File: src/design/gsp_pkg.sv
// ---------------------------------------------------------------------------
// gsp_pkg
// Types, codes and fixed widths shared by the glyph shelf packer files.
// ---------------------------------------------------------------------------
`timescale 1ns / 1ps
`default_nettype none

package gsp_pkg;

   localparam int DIM_W   = 12;  // glyph width / height
   localparam int PAD_W   = 8;   // padding and gap registers
   localparam int SIDE_W  = 14;  // atlas side, holds twice the largest maximum
   localparam int COORD_W = 15;  // pen position and the sums built on it
   localparam int OUT_W   = 13;  // reported atlas side
   localparam int ROW_W   = 6;   // reported row index
   localparam int CSR_W   = 2;   // configuration register index

   localparam logic [1:0] STATUS_OK       = 2'd0;
   localparam logic [1:0] STATUS_NOFIT    = 2'd1;
   localparam logic [1:0] STATUS_OVERFLOW = 2'd2;

   localparam logic [CSR_W-1:0] CSR_EDGE_PADDING = 2'd0;
   localparam logic [CSR_W-1:0] CSR_COLUMN_GAP   = 2'd1;
   localparam logic [CSR_W-1:0] CSR_ROW_GAP      = 2'd2;

   localparam logic [PAD_W-1:0] GAP_RESET = 8'd2;
   localparam logic [OUT_W-1:0] SIDE_CAP  = 13'h1FFF;

   typedef struct packed {
      logic [DIM_W-1:0] glyph_width;
      logic [DIM_W-1:0] glyph_height;
      logic             last_glyph;
   } req_type;

   typedef struct packed {
      logic [1:0]       status;
      logic [OUT_W-1:0] atlas_width;
      logic [OUT_W-1:0] atlas_height;
      logic [ROW_W-1:0] row_index;
      logic [DIM_W-1:0] row_height;
      logic             last_row;
   } rsp_type;

   // one glyph step of a shelf pass
   typedef struct packed {
      logic [COORD_W-1:0] x;
      logic [COORD_W-1:0] y;
      logic [DIM_W-1:0]   line;
      logic [SIDE_W-1:0]  atlas_w;
      logic [SIDE_W-1:0]  atlas_h;
      logic [DIM_W-1:0]   gw;
      logic [DIM_W-1:0]   gh;
      logic [PAD_W-1:0]   pad;
      logic [PAD_W-1:0]   cgap;
      logic [PAD_W-1:0]   rgap;
   } step_in_type;

   typedef struct packed {
      logic               wrap;
      logic               fail;
      logic [COORD_W-1:0] x;
      logic [COORD_W-1:0] y;
      logic [DIM_W-1:0]   line;
   } step_out_type;

   function automatic logic [OUT_W-1:0] cap_side(input logic [SIDE_W-1:0] s);
      logic [OUT_W-1:0] r;
      if (s > SIDE_W'(SIDE_CAP)) begin
         r = SIDE_CAP;
      end else begin
         r = s[OUT_W-1:0];
      end
      return r;
   endfunction

endpackage

`default_nettype wire

File: src/design/gsp_shelf_step.sv
// ---------------------------------------------------------------------------
// gsp_shelf_step
// Places one glyph on the current shelf: wrap test, shelf height, bottom
// edge test and the next pen position.
// ---------------------------------------------------------------------------
`timescale 1ns / 1ps
`default_nettype none

module gsp_shelf_step (
   input  var gsp_pkg::step_in_type  si,
   output var gsp_pkg::step_out_type so
);

   localparam int CW = gsp_pkg::COORD_W;

   logic [CW-1:0] right_edge;
   logic [CW-1:0] x_base;
   logic [CW-1:0] y_base;
   logic [gsp_pkg::DIM_W-1:0] line_base;
   logic [gsp_pkg::DIM_W-1:0] line_new;
   logic [CW-1:0] bottom;

   always_comb begin
      right_edge = si.x + CW'(si.gw) + CW'(si.pad);
      so.wrap    = right_edge > CW'(si.atlas_w);
      if (so.wrap) begin
         x_base    = CW'(si.pad);
         y_base    = si.y + CW'(si.line) + CW'(si.rgap);
         line_base = '0;
      end else begin
         x_base    = si.x;
         y_base    = si.y;
         line_base = si.line;
      end
      line_new = (si.gh > line_base) ? si.gh : line_base;
      bottom   = y_base + CW'(line_new);
      so.fail  = bottom > CW'(si.atlas_h);
      so.x     = x_base + CW'(si.gw) + CW'(si.cgap);
      so.y     = y_base;
      so.line  = line_new;
   end

endmodule

`default_nettype wire

File: config.mk
export PLATFORM = sky130hd
export DESIGN_NAME = gsp_shelf_step
export DESIGN_NICKNAME = d
export VERILOG_FILES = /design/src/design/gsp_pkg.sv /design/src/design/gsp_shelf_step.sv
export SDC_FILE = /design/constraint.sdc
export NUM_CORES = 1
export LEC_CHECK = 0
export ABC_AREA = 0
export BUFFER_PORTS_ARGS = -buffer_cell sky130_fd_sc_hd__buf_2
export CAP_MARGIN = 20
export CORE_MARGIN = 5
export CORE_UTILIZATION = 48
export DETAILED_ROUTE_END_ITERATION = 7
export PLACE_DENSITY = 0.89
export RECOVER_POWER = 50
export SKIP_LAST_GASP = 1
export SLEW_MARGIN = 20
export SYNTH_ARGS = -nofsm -noshare
export SYNTH_HDL_FRONTEND = slang
export SYNTH_SLANG_ARGS = --single-unit
File: constraint.sdc
create_clock -name vclk -period 12.7
set_input_delay 1.905 -clock vclk [all_inputs]
set_output_delay 1.905 -clock vclk [all_outputs]
set_load 0.03 [all_outputs]
After elaboration in Yosys (flattened, before gate mapping)

Cells that the tools add are included.

Register bits after elaboration: 0
Bits of input ports: 118
Output and inout port bits: 44
Word-level logic and storage cells: 14

Multiplexer cells: 4
Order comparisons: 3
Add/sub/neg operators: 7

Operator list:

| cell                          | number |
|---|---|
| adder 15 x 12 -> 15 bit       | 4 |
| adder 15 x 8 -> 15 bit        | 3 |
| > comparator 15 x 14 -> 1 bit | 2 |
| 2-to-1 mux 15 bit             | 2 |
| 2-to-1 mux 12 bit             | 2 |
| > comparator 12 bit           | 1 |

Depth between registers and ports, before layout

Depth in word-level cells: 8
Mapped depth: 47
Mapped depth without buffers: 44

Least setup slack after synthesis

OpenSTA, ideal clock, no wires.

Path type: input-to-output
From: in si[17] (netlist bit)
To: out so[42] (netlist bit)
Buffers on the path: 4
Arrival time: 11.507 ns
Required time: 10.795 ns
Stages: 43
Path slack: -0.712 ns
Path through: fa_1 > ha_1 > fa_1 > a21o_1 > a21oi_1 > o21bai_1 > a21oi_1 > o21bai_1 > a21oi_1 > o21bai_1 > and2_1 > o21ai_0 > nand2b_1 > a21oi_1 > xnor2_1 > ha_1 > a21o_1 > or4_4 > (+7 left out) > a21o_1 > o31a_1 > clkbuf_1 > clkbuf_1 > o21ai_0 > ha_1 > a21o_1 > a21oi_1 > nor2b_1 > a311oi_2 > o21ai_1 > a21oi_1 > xnor2_1 > ha_1 > nand3_1 > nor4_1 > a211oi_1 > o21ai_0

RTL lines:

| what        | RTL line             | source |
|---|---|---|
| from (decl) | gsp_shelf_step.sv:10 | `input var gsp_pkg::step_in_type si,` |
| to (decl)   | gsp_shelf_step.sv:11 | `output var gsp_pkg::step_out_type so` |

==> flow_summary.html <==
<table>
<tr><th>Metric</th><th>Value</th></tr>
<tr><th colspan="2">GRT</th></tr>
<tr><td>First-pass GRT wire length</td><td>~20 mm</td></tr>
<tr><td>Largest net degree at the start of global routing</td><td>21</td></tr>
<tr><td>Congestion Overflow GR</td><td>0</td></tr>
<tr><td>Number of antenna violations at the first check in global routing</td><td>0</td></tr>
<tr><td>All-layer global routing usage</td><td>0.205</td></tr>
<tr><td>Number of global-route vias before repair</td><td>between 4000 and 5000</td></tr>
<tr><th colspan="2">Final layout</th></tr>
<tr><td>Net total in the final layout</td><td>950</td></tr>
<tr><td>Number of clock buffer instances in the layout</td><td>0</td></tr>
<tr><td>Area of all placed cells without fillers</td><td>~5300 um2</td></tr>
<tr><td>Non-Filler Instances</td><td>a little over 800</td></tr>
<tr><td>Total number of sequential cells</td><td>0</td></tr>
<tr><td>Fraction of layout instances using a drive strength above 1</td><td>0.289</td></tr>
<tr><td>Layout overhead on the synthesized area</td><td>25.7%</td></tr>
<tr><td>Antenna cells</td><td>0</td></tr>
<tr><td>Storage element area</td><td>0 um2</td></tr>
<tr><th colspan="2">Power</th></tr>
<tr><td>Overall power</td><td>slightly above 0.0009 W</td></tr>
<tr><td>Net switching power of the design</td><td>approximately 0.00054 W</td></tr>
<tr><td>Fraction of power consumed by combinational cells</td><td>1.000</td></tr>
<tr><td>Worst voltage drop across the vdd grid</td><td>between 0.0001 and 0.00015 V</td></tr>
<tr><td>Static leakage</td><td>approximately 2.8 nW</td></tr>
<tr><td>PD cells</td><td>170 nW/um2</td></tr>
<tr><td>Fraction of power consumed by the clock network</td><td>0</td></tr>
<tr><td>Switch share</td><td>0.589</td></tr>
<tr><td>Internal power of the cells</td><td>0.000374 W</td></tr>
<tr><td>Power share of the sequential group</td><td>0</td></tr>
<tr><th colspan="2">Detailed routing</th></tr>
<tr><td>Routed length per placed instance</td><td>approximately 15 um</td></tr>
<tr><td>Aggregate routed wire length</td><td>around 12 mm</td></tr>
<tr><td>Drc violations</td><td>0</td></tr>
<tr><td>Iteration-0 DRC count of the detailed router</td><td>~120</td></tr>
<tr><td>Vias per inst</td><td>5.54</td></tr>
<tr><td>Number of vias after detailed routing</td><td>about 4500</td></tr>
<tr><td>First-pass detailed-route iteration total</td><td>4</td></tr>
<tr><td>Antenna-violating nets left</td><td>0</td></tr>
<tr><th colspan="2">Hold path</th></tr>
<tr><td>Hold crit path type</td><td>input pin to output port</td></tr>
<tr><td>Worst min-delay path startpoint</td><td>si[102]</td></tr>
<tr><th colspan="2">Timing</th></tr>
<tr><td>Summed negative setup slack over all endpoints</td><td>0 ns</td></tr>
<tr><td>Final worst hold slack</td><td>between 4 and 5 ns</td></tr>
<tr><td>Fmax</td><td>80.4 MHz</td></tr>
<tr><td>Share of the clock period used by the worst path after layout</td><td>0.980</td></tr>
<tr><td>Worst slew pin tran</td><td>roughly 0.46 ns</td></tr>
<tr><td>Number of failing hold endpoints at the final stage</td><td>0</td></tr>
<tr><td>Final count of pins violating max slew</td><td>0</td></tr>
<tr><td>Number of setup violations in the final report</td><td>0</td></tr>
<tr><td>Worst max-slew margin expressed relative to the limit</td><td>0.687</td></tr>
<tr><td>Fin crit period</td><td>12.44 ns</td></tr>
<tr><th colspan="2">Worst setup path</th></tr>
<tr><td>Required time at the endpoint of the critical path</td><td>10.80 ns</td></tr>
<tr><td>Kind of start point of the critical path</td><td>input pin</td></tr>
<tr><td>Kind of capture point of the worst setup path</td><td>output port</td></tr>
<tr><td>CP Data Arrival Time</td><td>~11 ns</td></tr>
<tr><td>Crit-path slowest cell</td><td>sky130_fd_sc_hd__or4_4</td></tr>
<tr><td>Worst-path fanout max</td><td>20</td></tr>
<tr><td>Worst setup startpoint</td><td>si[17]</td></tr>
<tr><td>Crit path kind</td><td>input pin to output port</td></tr>
<tr><td>Slowest stage delay, CP</td><td>about 0.50 ns</td></tr>
<tr><th colspan="2">Job</th></tr>
<tr><td>Maximum Capacitance Violations</td><td>0</td></tr>
<tr><th colspan="2">Synth</th></tr>
<tr><td>Top-area cell type share of the netlist area</td><td>0.295</td></tr>
<tr><td>Number of different library cells in the post-synthesis netlist</td><td>between 40 and 50</td></tr>
<tr><td>Syn_area_per_cell</td><td>approximately 8.0 um2</td></tr>
<tr><td>Sequential element share of the synthesized area</td><td>0</td></tr>
<tr><td>Number of nets in the synthesized netlist</td><td>780</td></tr>
<tr><td>Top cells by area, synth</td><td>sky130_fd_sc_hd__ha_1 (29%), sky130_fd_sc_hd__fa_1 (13%), sky130_fd_sc_hd__xnor2_1 (7.0%), sky130_fd_sc_hd__inv_1 (4.9%), sky130_fd_sc_hd__a21oi_1 (4.5%)</td></tr>
<tr><td>Commonest cells post-synth</td><td>sky130_fd_sc_hd__ha_1 (100), sky130_fd_sc_hd__inv_1 (55), sky130_fd_sc_hd__nand2_1 (43)</td></tr>
<tr><td>Leading area contributor after synthesis</td><td>sky130_fd_sc_hd__ha_1</td></tr>
<tr><td>Netlist area before placement</td><td>4250 um2</td></tr>
<tr><td>Synth Instances</td><td>~530</td></tr>
<tr><td>Library cell with the highest instance count after synthesis</td><td>sky130_fd_sc_hd__ha_1</td></tr>
<tr><td>Count of warnings emitted by yosys</td><td>0</td></tr>
<tr><th colspan="2">Die</th></tr>
<tr><td>Die height</td><td>104 um</td></tr>
<tr><td>DIE AREA</td><td>between 10000 and 15000 um2</td></tr>
<tr><td>X dimension of the die</td><td>104 um</td></tr>
<tr><td>Cell Rows</td><td>34</td></tr>
<tr><td>Initial standard-cell utilization of the core</td><td>0.489</td></tr>
<tr><td>Area of the core region</td><td>8680 um2</td></tr>
<tr><td>I/O pin cnt</td><td>roughly 160</td></tr>
<tr><th colspan="2">Place</th></tr>
<tr><td>HPWL after detailed placement</td><td>around 11 mm</td></tr>
<tr><td>Number of port buffers</td><td>around 160</td></tr>
<tr><td>Number of placed instances, taps included</td><td>804</td></tr>
<tr><td>Placed Area</td><td>roughly 5200 um2</td></tr>
<tr><td>Routability congestion estimate from global placement</td><td>approximately 0.94</td></tr>
<tr><th colspan="2">Run status</th></tr>
<tr><td>Result of the run</td><td>complete, no violations</td></tr>
</table>
## worst max-delay path: cells and delay by family
family | cells | cell delay (ns)
AOI/OAI and AO/OA | 19 | 3.08
adders and majority gates | 7 | 2.33
and+or+nand+nor | 10 | 2.14
buffers and inverters | 5 | 0.82
xor gates and xnor gates | 2 | 0.23
## cells in the final DEF (no fill, tap or decap), types with 9 or more instances in the layout
master                    synthesis  routed
sky130_fd_sc_hd__fa_1            28      27
sky130_fd_sc_hd__o21a_1          12      12
sky130_fd_sc_hd__mux2_2          14      14
sky130_fd_sc_hd__o21ai_1          2       9
sky130_fd_sc_hd__xor2_1          12      12
sky130_fd_sc_hd__inv_1           55      55
sky130_fd_sc_hd__a21oi_1         38      34
sky130_fd_sc_hd__buf_4            0      14
sky130_fd_sc_hd__nor2b_1          9       9
sky130_fd_sc_hd__nor2_1          28      28
sky130_fd_sc_hd__xnor2_1         34      34
sky130_fd_sc_hd__nand3_1         11      11
sky130_fd_sc_hd__buf_2            0     154
sky130_fd_sc_hd__a21o_1          18      18
sky130_fd_sc_hd__o21ai_0         37      29
sky130_fd_sc_hd__ha_1           100      98
sky130_fd_sc_hd__nand4_1          9       9
sky130_fd_sc_hd__nand2_1         43      43
## metrics by stage
| step | util | worst slack (ns) |
|---|---|---|
| after floorplan | - | 0.00148 |
| after global placement | 0.602 | 0.0357 |
| after detailed placement | 0.602 | -0.251 |
| after CTS | 0.607 | 0.0203 |
| after global routing | 0.615 | -0.0500 |
| final | 0.615 | 0.256 |
## final timing paths
kind / endpoint / slack (ns) / cells after the start
min: so[26] / 4.17 / 3
max: so[42] / 0.26 / 43
## repair_timing
item,4_1_cts,5_1_grt
setup endpoints to repair,1,1
pin swaps,1,7
hold endpoints to repair,0,0
hold buffers,0,0
setup buffers,4,2
gates resized for setup,2,15
## kinds of logic after synthesis
kind of cell / after synthesis / synth area share
AO/OA/AOI/OAI: 144 / 0.222
AND/OR/NAND/NOR: 137 / 0.159
adder cells (fa/ha/maj): 128 / 0.427
buffers and inverters: 63 / 0.0557
XOR/XNOR: 46 / 0.0948
multiplexers: 16 / 0.0418
## power by group through the flow
stage / logic, W / registers, W / clock network [W]
6_report: 0.000910 / 0 / 0
5_1_grt: 0.000999 / 0 / 0
4_1_cts: 0.000885 / 0 / 0
3_5_place_dp: 0.000869 / 0 / 0
3_3_place_gp: 0.000848 / 0 / 0
2_1_floorplan: 0.000654 / 0 / 0
## area by class of cell
class / instances / area (um2)
tap: 108 / 135
multi-input combinational: 471 / 4080
fill: 771 / 3340
timing repair buffer: 176 / 922
inverter: 55 / 206
## routing by layer
| layer | up-vias | global-route usage | wire (um) |
|---|---|---|---|
| met5 | - | 0 | 0 |
| met4 | 0 | 0.0333 | 135 |
| met3 | 10 | 0.0242 | 865 |
| met2 | 160 | 0.395 | 6250 |
| met1 | 2069 | 0.243 | 4810 |
| li1 | 2245 | - | - |
Power figures use the tool's default switching activity.
